**config.mk**
```make
export PLATFORM = sky130hd
export DESIGN_NAME = sloped_block_face_mesher
export DESIGN_NICKNAME = d
export VERILOG_FILES = /design/src/rtl/sbfm_pkg.sv /design/src/rtl/sbfm_front.sv /design/src/rtl/sbfm_queue.sv /design/src/rtl/sbfm_back.sv /design/src/rtl/sloped_block_face_mesher.sv
export SDC_FILE = /design/constraint.sdc
export NUM_CORES = 1
export LEC_CHECK = 0
export ABC_AREA = 1
export ABC_CLOCK_PERIOD_IN_PS = 11500
export BUFFER_PORTS_ARGS = -buffer_cell sky130_fd_sc_hd__buf_2
export CORE_MARGIN = 5
export CORE_UTILIZATION = 30
export CTS_BUF_LIST = sky130_fd_sc_hd__clkbuf_2
export DETAILED_ROUTE_END_ITERATION = 8
export PLACE_DENSITY_LB_ADDON = 0.05
export SETUP_SLACK_MARGIN = 0.4
export SLEW_MARGIN = 20
export SYNTH_ARGS = -nofsm -noshare
export SYNTH_HDL_FRONTEND = slang
export SYNTH_SLANG_ARGS = --single-unit
```
**constraint.sdc**
```tcl
create_clock -name clk_i -period 11.5 [get_ports clk_i]
set_input_delay 2.3 -clock clk_i [delete_from_list [all_inputs] [get_ports clk_i]]
set_output_delay 2.3 -clock clk_i [all_outputs]
set_load 0.03 [all_outputs]
```
**src/rtl/sbfm_pkg.sv**
```systemverilog
// ----------------------------------------------------------------------------
// sbfm_pkg
// shared types, constants and table functions of the sloped block face mesher
// ----------------------------------------------------------------------------
package sbfm_pkg;

  // face word layout
  localparam int unsigned TexW     = 10;
  localparam int unsigned FlipBit  = 13;
  localparam int unsigned RotLsb   = 14;
  localparam int unsigned NumFaces = 5;

  // slope type ranges
  localparam logic [5:0] TYPE_TWO_LO   = 6'd1;
  localparam logic [5:0] TYPE_TWO_HI   = 6'd8;
  localparam logic [5:0] TYPE_EIGHT_LO = 6'd9;
  localparam logic [5:0] TYPE_EIGHT_HI = 6'd40;
  localparam logic [5:0] TYPE_ONE_LO   = 6'd41;
  localparam logic [5:0] TYPE_ONE_HI   = 6'd44;

  // last vertex of a face
  localparam logic [2:0] VTX_LAST = 3'd5;

  // base height in eighths
  localparam logic [3:0] Z_FLOOR = 4'b1000;

  typedef enum logic [2:0] {
    FACE_LID    = 3'd0,
    FACE_BOTTOM = 3'd1,
    FACE_TOP    = 3'd2,
    FACE_LEFT   = 3'd3,
    FACE_RIGHT  = 3'd4
  } face_e;

  typedef enum logic [1:0] {
    ROT_0   = 2'd0,
    ROT_90  = 2'd1,
    ROT_180 = 2'd2,
    ROT_270 = 2'd3
  } rot_e;

  typedef struct packed {
    logic [TexW-1:0] tex;
    logic            flip;
    logic [1:0]      rot;
  } face_t;

  // one classified block as it sits in the queue
  typedef struct packed {
    logic [3:0][3:0]          lid_z;   // signed eighths per lid corner
    face_t [NumFaces-1:0]     face;
    logic [NumFaces-1:0]      mask;    // faces with a nonzero texture
    logic [3:0]               ox;
    logic [4:0]               oy;      // signed
    logic [3:0]               oz;
  } entry_t;

  // quad corner used by each vertex of the two triangles
  function automatic logic [1:0] tri_corner(input logic [2:0] vtx);
    logic [1:0] q;
    case (vtx)
      3'd0:    q = 2'd0;
      3'd1:    q = 2'd1;
      3'd2:    q = 2'd2;
      3'd3:    q = 2'd0;
      3'd4:    q = 2'd2;
      default: q = 2'd3;
    endcase
    return q;
  endfunction

  // quad point of a face: bit 2 set means a base corner, bits 1:0 the corner
  function automatic logic [2:0] face_point(input logic [2:0] f, input logic [1:0] q);
    logic [11:0] row;
    case (f)
      FACE_LID:    row = {3'd3, 3'd2, 3'd1, 3'd0};
      FACE_BOTTOM: row = {3'd0, 3'd1, 3'd5, 3'd4};
      FACE_TOP:    row = {3'd3, 3'd2, 3'd6, 3'd7};
      FACE_LEFT:   row = {3'd0, 3'd3, 3'd7, 3'd4};
      default:     row = {3'd2, 3'd1, 3'd5, 3'd6};
    endcase
    return row[3*q +: 3];
  endfunction

  function automatic logic sq_x(input logic [1:0] c);
    return c[0] ^ c[1];
  endfunction

  function automatic logic sq_y(input logic [1:0] c);
    return c[1];
  endfunction

  // lowest pending face
  function automatic logic [2:0] first_face(input logic [NumFaces-1:0] pend);
    logic [2:0] f;
    f = 3'd0;
    for (int i = NumFaces - 1; i >= 0; i--) begin
      if (pend[i]) begin
        f = 3'(i);
      end
    end
    return f;
  endfunction

endpackage

```
**src/rtl/sbfm_front.sv**
```systemverilog
// ----------------------------------------------------------------------------
// sbfm_front
// takes a block in, works out its lid heights and textured faces
// ----------------------------------------------------------------------------
module sbfm_front import sbfm_pkg::*; (
  input  logic        start_i,
  input  logic        full_i,
  input  logic [7:0]  slope_code_i,
  input  logic [15:0] lid_word_i,
  input  logic [15:0] bottom_word_i,
  input  logic [15:0] top_word_i,
  input  logic [15:0] left_word_i,
  input  logic [15:0] right_word_i,
  input  logic [3:0]  offset_x_i,
  input  logic [4:0]  offset_y_i,
  input  logic [3:0]  offset_z_i,
  output logic        push_o,
  output entry_t      entry_o
);

  logic [5:0]  typ;
  logic [5:0]  idx;
  logic [3:0]  low;
  logic [3:0]  step;
  logic [1:0]  grp;
  logic        sloped;
  logic [3:0]  raise;
  logic [15:0] words [NumFaces];

  assign typ      = slope_code_i[7:2];
  assign words[0] = lid_word_i;
  assign words[1] = bottom_word_i;
  assign words[2] = top_word_i;
  assign words[3] = left_word_i;
  assign words[4] = right_word_i;

  always_comb begin
    idx    = 6'd0;
    low    = 4'd0;
    step   = 4'd0;
    grp    = 2'd0;
    sloped = 1'b1;
    case (typ) inside
      [TYPE_TWO_LO:TYPE_TWO_HI]: begin
        idx  = typ - TYPE_TWO_LO;
        step = 4'd4;
        low  = idx[0] ? 4'b1100 : Z_FLOOR;
        grp  = idx[2:1];
      end
      [TYPE_EIGHT_LO:TYPE_EIGHT_HI]: begin
        idx  = typ - TYPE_EIGHT_LO;
        step = 4'd1;
        low  = {1'b0, idx[2:0]} - 4'd8;
        grp  = idx[4:3];
      end
      [TYPE_ONE_LO:TYPE_ONE_HI]: begin
        idx  = typ - TYPE_ONE_LO;
        step = 4'd8;
        low  = Z_FLOOR;
        grp  = idx[1:0];
      end
      default: begin
        sloped = 1'b0;
      end
    endcase

    case (grp)
      2'd0:    raise = 4'b1100;
      2'd1:    raise = 4'b0011;
      2'd2:    raise = 4'b1001;
      default: raise = 4'b0110;
    endcase

    for (int k = 0; k < 4; k++) begin
      entry_o.lid_z[k] = sloped ? (low + (raise[k] ? step : 4'd0)) : 4'd0;
    end

    for (int f = 0; f < NumFaces; f++) begin
      entry_o.face[f].tex  = words[f][TexW-1:0];
      entry_o.face[f].flip = words[f][FlipBit];
      entry_o.face[f].rot  = words[f][RotLsb +: 2];
      entry_o.mask[f]      = |words[f][TexW-1:0];
    end

    entry_o.ox = offset_x_i;
    entry_o.oy = offset_y_i;
    entry_o.oz = offset_z_i;
  end

  // untextured blocks are accepted and dropped here
  assign push_o = start_i & ~full_i & (|entry_o.mask);

endmodule

```
**src/rtl/sbfm_queue.sv**
```systemverilog
// ----------------------------------------------------------------------------
// sbfm_queue
// two-entry queue of classified blocks between front and back
// ----------------------------------------------------------------------------
module sbfm_queue import sbfm_pkg::*; (
  input  logic   clk_i,
  input  logic   rst_ni,
  input  logic   push_i,
  input  entry_t entry_i,
  input  logic   pop_i,
  output logic   full_o,
  output logic   valid_o,
  output entry_t head_o
);

  entry_t     slot_q [2];
  logic       wr_ptr_q, wr_ptr_d;
  logic       rd_ptr_q, rd_ptr_d;
  logic [1:0] count_q, count_d;

  assign full_o  = (count_q == 2'd2);
  assign valid_o = (count_q != 2'd0);
  assign head_o  = slot_q[rd_ptr_q];

  always_comb begin
    wr_ptr_d = wr_ptr_q ^ push_i;
    rd_ptr_d = rd_ptr_q ^ pop_i;
    count_d  = count_q + {1'b0, push_i} - {1'b0, pop_i};
  end

  always_ff @(posedge clk_i or negedge rst_ni) begin
    if (!rst_ni) begin
      wr_ptr_q <= 1'b0;
      rd_ptr_q <= 1'b0;
      count_q  <= 2'd0;
    end else begin
      wr_ptr_q <= wr_ptr_d;
      rd_ptr_q <= rd_ptr_d;
      count_q  <= count_d;
    end
  end

  always_ff @(posedge clk_i) begin
    if (push_i) begin
      slot_q[wr_ptr_q] <= entry_i;
    end
  end

endmodule

```
**src/rtl/sbfm_back.sv**
```systemverilog
// ----------------------------------------------------------------------------
// sbfm_back
// walks the textured faces of the head block and emits one vertex a cycle while a block is at the head
// ----------------------------------------------------------------------------
module sbfm_back import sbfm_pkg::*; (
  input  logic              clk_i,
  input  logic              rst_ni,
  input  logic              valid_i,
  input  entry_t            head_i,
  output logic              pop_o,
  output logic              strobe_o,
  output logic [9:0]        texture_id_o,
  output logic [2:0]        face_kind_o,
  output logic [4:0]        pos_x_o,
  output logic signed [4:0] pos_y_o,
  output logic signed [7:0] pos_z_eighths_o,
  output logic signed [2:0] tex_u_o,
  output logic signed [2:0] tex_v_o,
  output logic              last_o
);

  logic [2:0]          vtx_q, vtx_d;
  logic [NumFaces-1:0] done_q, done_d;
  logic [NumFaces-1:0] pend;
  logic [NumFaces-1:0] pend_after;
  logic [2:0]          cur;
  face_t               fw;
  logic [1:0]          q;
  logic [2:0]          p;
  logic [3:0]          pz;
  logic                su, sv;
  logic signed [3:0]   hu, hv, ru, rv, tu, tv;
  logic                fin_face, fin_blk;

  logic                strobe_q;
  logic [9:0]          tex_q;
  logic [2:0]          face_q;
  logic [4:0]          px_q;
  logic [4:0]          py_q;
  logic [7:0]          pz_q;
  logic [2:0]          u_q, v_q;
  logic                last_q;

  assign pend       = head_i.mask & ~done_q;
  assign cur        = first_face(pend);
  assign pend_after = pend & ~(NumFaces'(1) << cur);
  assign fw         = head_i.face[cur];
  assign q          = tri_corner(vtx_q);
  assign p          = face_point(cur, q);
  assign pz         = p[2] ? Z_FLOOR : head_i.lid_z[p[1:0]];
  assign su         = sq_x(q);
  assign sv         = sq_y(q);
  assign fin_face   = valid_i && (vtx_q == VTX_LAST);
  assign fin_blk    = fin_face && (pend_after == '0);
  assign pop_o      = fin_blk;

  // texcoords in doubled units around the centre, mirrored then turned
  always_comb begin
    if (fw.flip) begin
      hu = su ? -4'sd3 : -4'sd1;
    end else begin
      hu = su ? 4'sd1 : -4'sd1;
    end
    hv = sv ? -4'sd3 : -4'sd1;
    case (rot_e'(fw.rot))
      ROT_0: begin
        ru = hu;
        rv = hv;
      end
      ROT_90: begin
        ru = hv;
        rv = -hu;
      end
      ROT_180: begin
        ru = -hu;
        rv = -hv;
      end
      default: begin
        ru = -hv;
        rv = hu;
      end
    endcase
    tu = (ru + 4'sd1) >>> 1;
    tv = (rv + 4'sd1) >>> 1;
  end

  always_comb begin
    vtx_d  = vtx_q;
    done_d = done_q;
    if (valid_i) begin
      if (fin_face) begin
        vtx_d  = 3'd0;
        done_d = fin_blk ? '0 : (done_q | (NumFaces'(1) << cur));
      end else begin
        vtx_d = vtx_q + 3'd1;
      end
    end
  end

  always_ff @(posedge clk_i or negedge rst_ni) begin
    if (!rst_ni) begin
      vtx_q    <= 3'd0;
      done_q   <= '0;
      strobe_q <= 1'b0;
      last_q   <= 1'b0;
    end else begin
      vtx_q    <= vtx_d;
      done_q   <= done_d;
      strobe_q <= valid_i;
      last_q   <= fin_blk;
    end
  end

  always_ff @(posedge clk_i) begin
    if (valid_i) begin
      tex_q  <= fw.tex;
      face_q <= cur;
      px_q   <= {1'b0, head_i.ox} + {4'd0, sq_x(p[1:0])};
      py_q   <= head_i.oy + {4'd0, sq_y(p[1:0])};
      pz_q   <= {{4{pz[3]}}, pz} + {1'b0, head_i.oz, 3'b000};
      u_q    <= tu[2:0];
      v_q    <= tv[2:0];
    end
  end

  assign strobe_o        = strobe_q;
  assign texture_id_o    = tex_q;
  assign face_kind_o     = face_q;
  assign pos_x_o         = px_q;
  assign pos_y_o         = py_q;
  assign pos_z_eighths_o = pz_q;
  assign tex_u_o         = u_q;
  assign tex_v_o         = v_q;
  assign last_o          = last_q;

  a_last_has_strobe: assert property (@(posedge clk_i) disable iff (!rst_ni)
    last_o |-> strobe_o)
    else $error("last without strobe");

  a_strobe_from_head: assert property (@(posedge clk_i) disable iff (!rst_ni)
    strobe_o |-> $past(valid_i))
    else $error("vertex emitted with no block at the head");

  a_idle_clean: assert property (@(posedge clk_i) disable iff (!rst_ni)
    !valid_i |-> (vtx_q == 3'd0 && done_q == '0))
    else $error("walk state left over between blocks");

  a_done_in_mask: assert property (@(posedge clk_i) disable iff (!rst_ni)
    valid_i |-> ((done_q & ~head_i.mask) == '0 && pend != '0))
    else $error("finished face outside the textured set");

endmodule

```
**src/rtl/sloped_block_face_mesher.sv**
```systemverilog
// ----------------------------------------------------------------------------
// sloped_block_face_mesher
// turns one map block into the triangle vertices of its textured faces
// ----------------------------------------------------------------------------
// a block is taken when start_i is high and busy_o is low; each face with a
// nonzero texture gives six vertices, one per cycle on strobe_o, in the order
// lid, bottom, top, left, right, with last_o on the final vertex of the block.
// blocks follow each other with no gap between their vertices while the next
// block already waits in the queue; a block with no textured face is accepted
// but never queued and gives no vertices at all. the emitter output is
// registered, so the first vertex appears the cycle after the block reaches
// the head of the two-entry queue. busy_o is high only while that queue is
// full. the receiver cannot stall:
// every strobe is a completed transfer.
// ----------------------------------------------------------------------------
module sloped_block_face_mesher import sbfm_pkg::*; (
  input  logic              clk_i,
  input  logic              rst_ni,
  // block input
  input  logic              start_i,
  output logic              busy_o,
  input  logic [7:0]        slope_code_i,
  input  logic [15:0]       lid_word_i,
  input  logic [15:0]       bottom_word_i,
  input  logic [15:0]       top_word_i,
  input  logic [15:0]       left_word_i,
  input  logic [15:0]       right_word_i,
  input  logic [3:0]        offset_x_i,
  input  logic signed [4:0] offset_y_i,
  input  logic [3:0]        offset_z_i,
  // vertex output
  output logic              strobe_o,
  output logic [9:0]        texture_id_o,
  output logic [2:0]        face_kind_o,
  output logic [4:0]        pos_x_o,
  output logic signed [4:0] pos_y_o,
  output logic signed [7:0] pos_z_eighths_o,
  output logic signed [2:0] tex_u_o,
  output logic signed [2:0] tex_v_o,
  output logic              last_o
);

  logic   push;
  logic   pop;
  logic   full;
  logic   head_valid;
  entry_t entry;
  entry_t head;

  // busy only when the queue cannot take another block
  assign busy_o = full;

  // classification: lid heights in eighths and the textured face set
  sbfm_front u_front (
    .start_i       (start_i),
    .full_i        (full),
    .slope_code_i  (slope_code_i),
    .lid_word_i    (lid_word_i),
    .bottom_word_i (bottom_word_i),
    .top_word_i    (top_word_i),
    .left_word_i   (left_word_i),
    .right_word_i  (right_word_i),
    .offset_x_i    (offset_x_i),
    .offset_y_i    (offset_y_i),
    .offset_z_i    (offset_z_i),
    .push_o        (push),
    .entry_o       (entry)
  );

  // decouples block intake from vertex emission
  sbfm_queue u_queue (
    .clk_i   (clk_i),
    .rst_ni  (rst_ni),
    .push_i  (push),
    .entry_i (entry),
    .pop_i   (pop),
    .full_o  (full),
    .valid_o (head_valid),
    .head_o  (head)
  );

  // vertex emitter, pops the head on its final vertex
  sbfm_back u_back (
    .clk_i           (clk_i),
    .rst_ni          (rst_ni),
    .valid_i         (head_valid),
    .head_i          (head),
    .pop_o           (pop),
    .strobe_o        (strobe_o),
    .texture_id_o    (texture_id_o),
    .face_kind_o     (face_kind_o),
    .pos_x_o         (pos_x_o),
    .pos_y_o         (pos_y_o),
    .pos_z_eighths_o (pos_z_eighths_o),
    .tex_u_o         (tex_u_o),
    .tex_v_o         (tex_v_o),
    .last_o          (last_o)
  );

endmodule
```
; ---- Word-level counts from Yosys, hierarchy flattened
; Memory sizes are Yosys's and may differ from the RTL's.
; Index checks and enable logic that the tools add are counted.
[word_totals]
in_bits = 104
ramBits = 198
mem_count = 1
output_inout_bits = 40
regBits = 51
elab_cells = 132
[op_classes]
addsub = 18
shifts = 2
order_cmp = 8
mul = 1
muxes = 43
eq_ne = 13
bitwise_logic = 12
n_reduce_logical = 20
[mem_list]
columns = memory, words, width, read_ports, rd_clocked_by_memory_dff, write_ports, line_no
row1 = u_queue.slot_q, 2, 99, 1, 0, 1, sbfm_queue.sv:16  ; entry_t slot_q [2];
[ops]
columns = op, n
row1 = 4-bit 2-to-1 mux, 17
row2 = 10-bit OR reduction, 5
row3 = 50-bit OR reduction, 1
row4 = 11-bit case mux with 4 select lines, 1
row5 = 13-bit binary-select mux with 3-bit select, 1
row6 = 4-bit case mux with 3 select lines, 3
row7 = 3-bit 2-to-1 mux, 7
row8 = 4-bit adder, 4
row9 = 13-bit 2-to-1 mux, 1
row10 = "3-bit by 2-bit == test with 1-bit output, second input constant", 4
row11 = "6-bit <= comparator, second input constant", 2
row12 = 12-bit by 5-bit variable part select with 3-bit output, 1
row13 = 5-bit bitwise AND, 2
row14 = 2-bit 2-to-1 mux, 5
row15 = 5-bit inverter, 2
row16 = "4-bit by 2-bit adder with 4-bit output, second input constant", 2
row17 = 8-bit by 7-bit adder with 8-bit output, 1
row18 = 4-bit binary-select mux with 2-bit select, 1
row19 = 4-bit negator, 2
row20 = "2-bit == test, second input constant", 3
row21 = "3-bit by 1-bit == test with 1-bit output, second input constant", 2
row22 = "3-bit == test, second input constant", 2
row23 = "6-bit by 1-bit >= comparator with 1-bit output, second input constant", 1
row24 = "6-bit by 4-bit >= comparator with 1-bit output, second input constant", 1
row25 = other kinds (30), 46

; ---- Depth between registers and ports, before layout
[logic_depth]
ltp_word = 14
depth_mapped = 23
mapped_depth_nobuf = 23

; ---- By module
; From an unflattened synthesis, not the netlist that was laid out.
[unflattened]
cells_unflattened = 1152
area_unflattened_um2 = 12451.9
[by_module_without_submodules]
columns = mod, seq_area_each_um2, area_per_inst_um2, cells_per_inst, n_inst
row1 = sbfm_queue, 6045.8, 7757.4, 541, 1
row2 = sbfm_back, 1361.3, 3040.4, 356, 1
row3 = sbfm_front, 0.0, 1654.1, 255, 1

; ---- Least setup slack after synthesis
; Ideal clock, no wire load.
[synth_timing]
path_type = input port to flip-flop
startpoint = input left_word_i[6]
endpoint = memory u_queue.slot_q[1][0] in the netlist's numbering (enable)
cell_stages = 6
t_arrival_ps = 5300
t_required_ps = 11030
setup_time_ps = 470
path_buffers = 0
slack_ps = 5730
cell_sequence = nor4_1 -> and2_1 -> nand3_1 -> nor4_1 -> nor3b_1 -> ha_1
[synth_via]
elab_chain_len = 4
[synth_lines]
columns = item, line_no
row1 = from (decl), sloped_block_face_mesher.sv:26  ; input logic [15:0] left_word_i,
row2 = 50-bit OR reduction, sbfm_front.sv:91  ; assign push_o = start_i & ~full_i & (|entry_o.mask);
row3 = 1-bit bitwise AND, sbfm_front.sv:91
row4 = 1-bit 2-to-1 mux, sbfm_queue.sv:44  ; if (push_i) begin
row5 = 1-bit 2-to-1 mux (not written as such), sbfm_queue.sv:45  ; slot_q[wr_ptr_q] <= entry_i;
row6 = to (decl), sbfm_queue.sv:16
; Every way passes these cells.

; ---- Worst setup path after layout
[layout_timing]
startpoint = register u_queue.rd_ptr_q
endpoint = register u_back.pz_q[7], in the netlist u_back.pos_z_eighths_o[7], data pin
[layout_via]
elab_chain_len = 14
elab_cells_between_ends = 17
cone_classes = add/sub: 1 / eq/ne: 3 / shift: 1 / mux: 9 / bitwise: 1 / reduce/logical: 1 / memory: 1
[layout_lines]
columns = item, line_no
row1 = from (decl), sbfm_queue.sv:18  ; logic rd_ptr_q, rd_ptr_d;
row2 = from (signal assigned), sbfm_queue.sv:38  ; rd_ptr_q <= rd_ptr_d;
row3 = memory read 2 x 99 bit *, --
row4 = 5-bit bitwise AND *, sbfm_back.sv:44  ; assign pend = head_i.mask & ~done_q;
row5 = 3-bit 2-to-1 mux (4 in a row), sbfm_pkg.sv:98  ; if (pend[i]) begin
row6 = 3-bit 2-to-1 mux *, sbfm_pkg.sv:98
row7 = named net u_back.cur[2], sbfm_back.sv:26  ; logic [2:0] cur;
row8 = 3-bit by 2-bit == test with 1-bit output (tied with other cells), sbfm_pkg.sv:75  ; case (f)
row9 = 11-bit case mux with 4 select lines *, sbfm_pkg.sv:75
row10 = 12-bit by 5-bit variable part select with 3-bit output *, sbfm_pkg.sv:82  ; return row[3*q +: 3];
row11 = 4-bit binary-select mux with 2-bit select, sbfm_back.sv:50  ; assign pz = p[2] ? Z_FLOOR : head_i.lid_z[p[1:0]];
row12 = 4-bit 2-to-1 mux (not written as such), sbfm_back.sv:50
row13 = 4-bit 2-to-1 mux *, sbfm_back.sv:50
row14 = 8-bit by 7-bit adder with 8-bit output *, sbfm_back.sv:120  ; pz_q <= {{4{pz[3]}}, pz} + {1'b0, head_i.oz, 3'b000};
row15 = to (signal assigned), sbfm_back.sv:120
row16 = to (decl), sbfm_back.sv:40  ; logic [7:0] pz_q;
; Mark *: on every way through the listed nets, which the timed path passes. The rest lies on a longest branch. The select of a mux whose other input is x is not followed.
; A chain may end at the register's enable or synchronous reset.

==> summary.md <==
| Metric | Value |
|---|---|
| Outcome | `finished, final reports clean` |
| Clk root buf | `clkbuf_2` |
| Routed len/inst | `17.2 um` |
| CP max FO | `49` |
| H-tree depth | `3` |
| Ys async rst share | `5.62%` |
| CTS clock-pin slew for the worst setup and hold paths | `0.09 ns` |
| Yosys reg bits | `249` |
| Critical path class | `reg -> reg` |
| Leakage | `5.39 nW` |
| Chip width | `202 um` |
| Router iterations before antenna repair | `4` |
| Post-CTS Resized | `0` |
| Worst Reg-to-Reg Cells | `19` |
| Fin. max-slew vios | `0` |
| Fin nets | `1,270` |
| Max_cap viols | `0` |
| Critical path startpoint category | `register` |
| Vias in the first global route | `7,519` |
| DIE AREA | `41,000 sq um` |
| CP startpoint | `u_queue.rd_ptr_q$_DFF_PN0_` |
| Ys flop type | `edfxtp_1` |
| CP cell instances | `buf_4 -> buf_4 -> nand2_1 -> nand3_2 -> nand2_4 -> nor2_2 -> nand2_2 -> inv_2 -> nor2_1 -> nor2_1 -> inv_1 -> nand3_2 -> ha_1 -> inv_1 -> fa_1 -> inv_1 -> a31oi_1 -> nand2_1 -> nand2_1` |
| Post-Syn Area per Cell | `11.6 sq um` |
| Chip height | `202 um` |
| XOR/XNOR Fraction of Synth Area | `1.42%` |
| Share of layout cells above drive strength 1 | `25.1%` |
| IO buf count | `126` |
| Vias | `7,336` |
| Final antenna-violating net count | `0` |
| Max Clk Rate | `0.196 GHz` |
| RSZ-0062 raised after global routing | `no` |
| Synthesized area | `11,100 sq um` |
| Final Non-Filler Cells | `1,650` |
| Crit end category | `register` |
| CTS Sinks | `249` |
| Multiplexer area fraction after synthesis | `2.16%` |
| Synth Area in Simple Gates | `16.0%` |
| Worst Setup EP | `u_back.pos_z_eighths_o[7]$_DFFE_PP_` |
| Worst slew pin tran | `0.938 ns` |
| Commonest non-fill, non-tap cells in the layout | `edfxtp_1 (235), nand2_1 (231), buf_2 (126)` |
| Endpoints failing setup | `0` |
| Net count after synthesis | `1,091` |
| Peak supply drop | `0.0000844 V` |
| Final setup TNS | `0 ns` |
| Commonest non-fill, non-tap cell in the layout | `edfxtp_1` |
| Core Region | `36,600 sq um` |
| Post-CTS Setup Repair Bufs | `0` |
| Largest stage delay, worst path | `0.73 ns` |
| WP data required | `12.11 ns` |
| Area Growth Syn to Fin | `16.3%` |
| Slowest cell on crit path | `dfrtp_4` |
| Dpl cells | `1,528` |
| TritonCTS buffer count | `71` |
| # IOs | `144` |
| Drt drc | `0` |
| Hold-fix buffer count after cts | `0` |
| Post-synthesis adder-cell area fraction | `3.78%` |
| Final wirelength | `28.4 mm` |
| Num rows | `70` |
| Via density | `4.45` |
| Syn Inst Count | `954` |
| Yosys cell types | `43` |
| Largest net degree at the start of global routing | `66` |
| Clock latency on the worst-skew pair | `0.89 ns` |
| Hold crit path type | `reg -> reg` |
| GP Congestion | `0.739` |
| Slew margin rel. | `37.5%` |
| Worst R2R Setup Slack | `6.40 ns` |
| Initial core utilization | `30.3%` |
| First-pass GRT wire length | `43.8 mm` |
| Worst reg2reg path startpoint | `u_queue.rd_ptr_q$_DFF_PN0_` |
| Worst-case clock buffer depth | `3` |
| Worst R2R End | `u_back.pos_z_eighths_o[7]$_DFFE_PP_` |
| DP Wirelength | `18.3 mm` |
| Compound-Gate Fraction of Synth Area | `5.49%` |
| Clock period minus worst slack | `5.10 ns` |
| PwrDens | `288 nW/um^2` |
| Remaining Overflow, GRT | `0` |
| Initial antenna violation count | `1` |
| Worst Path Arrival | `5.70 ns` |
| # fillers | `3,794` |
| Ys Warns | `0` |
| Crit share post-route | `44.3%` |
| Final Hold Viols | `0` |
| GRT Util Overall | `14.0%` |
| CTS tree | `done` |
| EDFF count, synth | `235` |
| Core Util, Final | `35.3%` |
| Initial drt markers | `349` |
| Post-synthesis sequential area ratio | `66.7%` |
| Largest family of logic cells by synthesized area | `simple AND/OR/NAND/NOR gates` |
| Skew final | `0.0487 ns` |
-- per-layer routing --
metal | track usage [%] | share of wire (%)
met1 | 19.1 | 48
met4 | 4.92 | 1.5
met5 | 0 | 0
met2 | 21.7 | 46
met3 | 3.59 | 4.5
-- state kept, by name (all words and copies together) (netlist names), 5 cells and up --
name                    cells
u_queue.slot_q            198
u_back.pos_x_o              5
u_back.texture_id_o        10
u_back.pos_y_o              5
u_back.done_q               5
u_back.pos_z_eighths_o      8
-- Yosys cell counts (3+ instances only) --
master      n  share of area [%]
edfxtp_1  235                 64
nand2_1   231                7.8
nor2_1     89                3.0
inv_1      77                2.6
o21ai_0    51                2.3
nand3_1    43                1.9
ha_1       32                3.6
a21oi_1    29                1.3
mux2i_1    24                2.2
dfrtp_1    14                3.2
inv_2      11               0.37
buf_2      10               0.45
xnor2_1    10               0.79
nand2_2     9               0.51
nor4_1      9               0.51
xor2_1      8               0.63
a22oi_1     6               0.41
buf_6       6               0.61
clkbuf_1    6               0.20
nand2_4     6               0.61
nor3_1      6               0.27
o31ai_1     6               0.41
nand3_2     5               0.45
a31o_2      3               0.24
buf_1       3               0.10
nor2_2      3               0.17
-- layout make-up --
class | count | area [sq um] | area share (%)
Timing Repair Buffer | 133 | 683 | 5.29
Inverter | 89 | 334 | 2.59
Clock inverter | 16 | 148 | 1.14
Antenna cell | 1 | 2.50 | 0.0194
Tap cell | 468 | 586 | 4.53
Sequential cell | 249 | 7410 | 57.4
Clock buffer | 105 | 526 | 4.07
Multi-Input combinational cell | 589 | 3230 | 25.0
-- power by group --
part	total (mW)	switching, mW	internal (mW)
Combinational	1.59	1.11	0.476
Sequential	1.45	0.0797	1.37
Clock	0.684	0.375	0.309
-- worst min-delay path by stage --
stage                                  from                            to  slack [ns]  cells past startpoint
2_1_floorplan  u_back.done_q[0]$_DFFE_PN0P_  u_back.done_q[0]$_DFFE_PN0P_        0.47                      2
3_3_place_gp   u_back.done_q[1]$_DFFE_PN0P_  u_back.done_q[1]$_DFFE_PN0P_        0.49                      2
3_5_place_dp   u_back.done_q[0]$_DFFE_PN0P_  u_back.done_q[0]$_DFFE_PN0P_        0.51                      2
4_1_cts        u_back.done_q[1]$_DFFE_PN0P_  u_back.done_q[1]$_DFFE_PN0P_        0.53                      2
5_1_grt        u_back.done_q[2]$_DFFE_PN0P_  u_back.done_q[2]$_DFFE_PN0P_        0.57                      2
6_report       u_back.done_q[0]$_DFFE_PN0P_  u_back.done_q[0]$_DFFE_PN0P_        0.52                      2
-- per-stage QoR --
step | setup slack, ns | cell area (sq um) | hold slack, ns | power (mW)
final | 6.40 | 12900 | 0.517 | 3.72
after global routing | 5.84 | 12900 | 0.572 | 4.06
after CTS | 6.23 | 12900 | 0.530 | 3.82
after detailed placement | 5.74 | 12200 | 0.506 | 3.11
after global placement | 5.80 | 12200 | 0.493 | 3.11
after floorplan | 5.73 | 11100 | 0.467 | 2.62
-- logic make-up (layout without fill, tap and decap cells) --
| family | Yosys count | in the layout |
|---|---|---|
| other cells | 0 | 1 |
| xor+xnor | 18 | 18 |
| fa+ha+maj | 33 | 33 |
| compound gates | 106 | 106 |
| buf+inv | 116 | 343 |
| flops | 249 | 249 |
| mux | 24 | 24 |
| simple gates | 408 | 408 |
-- critical path, delay by kind of cell, from the launching register on --
family	cells	cell delay [ns]
AOI/OAI and AO/OA	1	0.13
DFF	1	0.73
adders and majority gates	2	0.59
buffers and inverters	6	1.70
and+or+nand+nor	10	1.62
(Power assumes the default switching activity.)
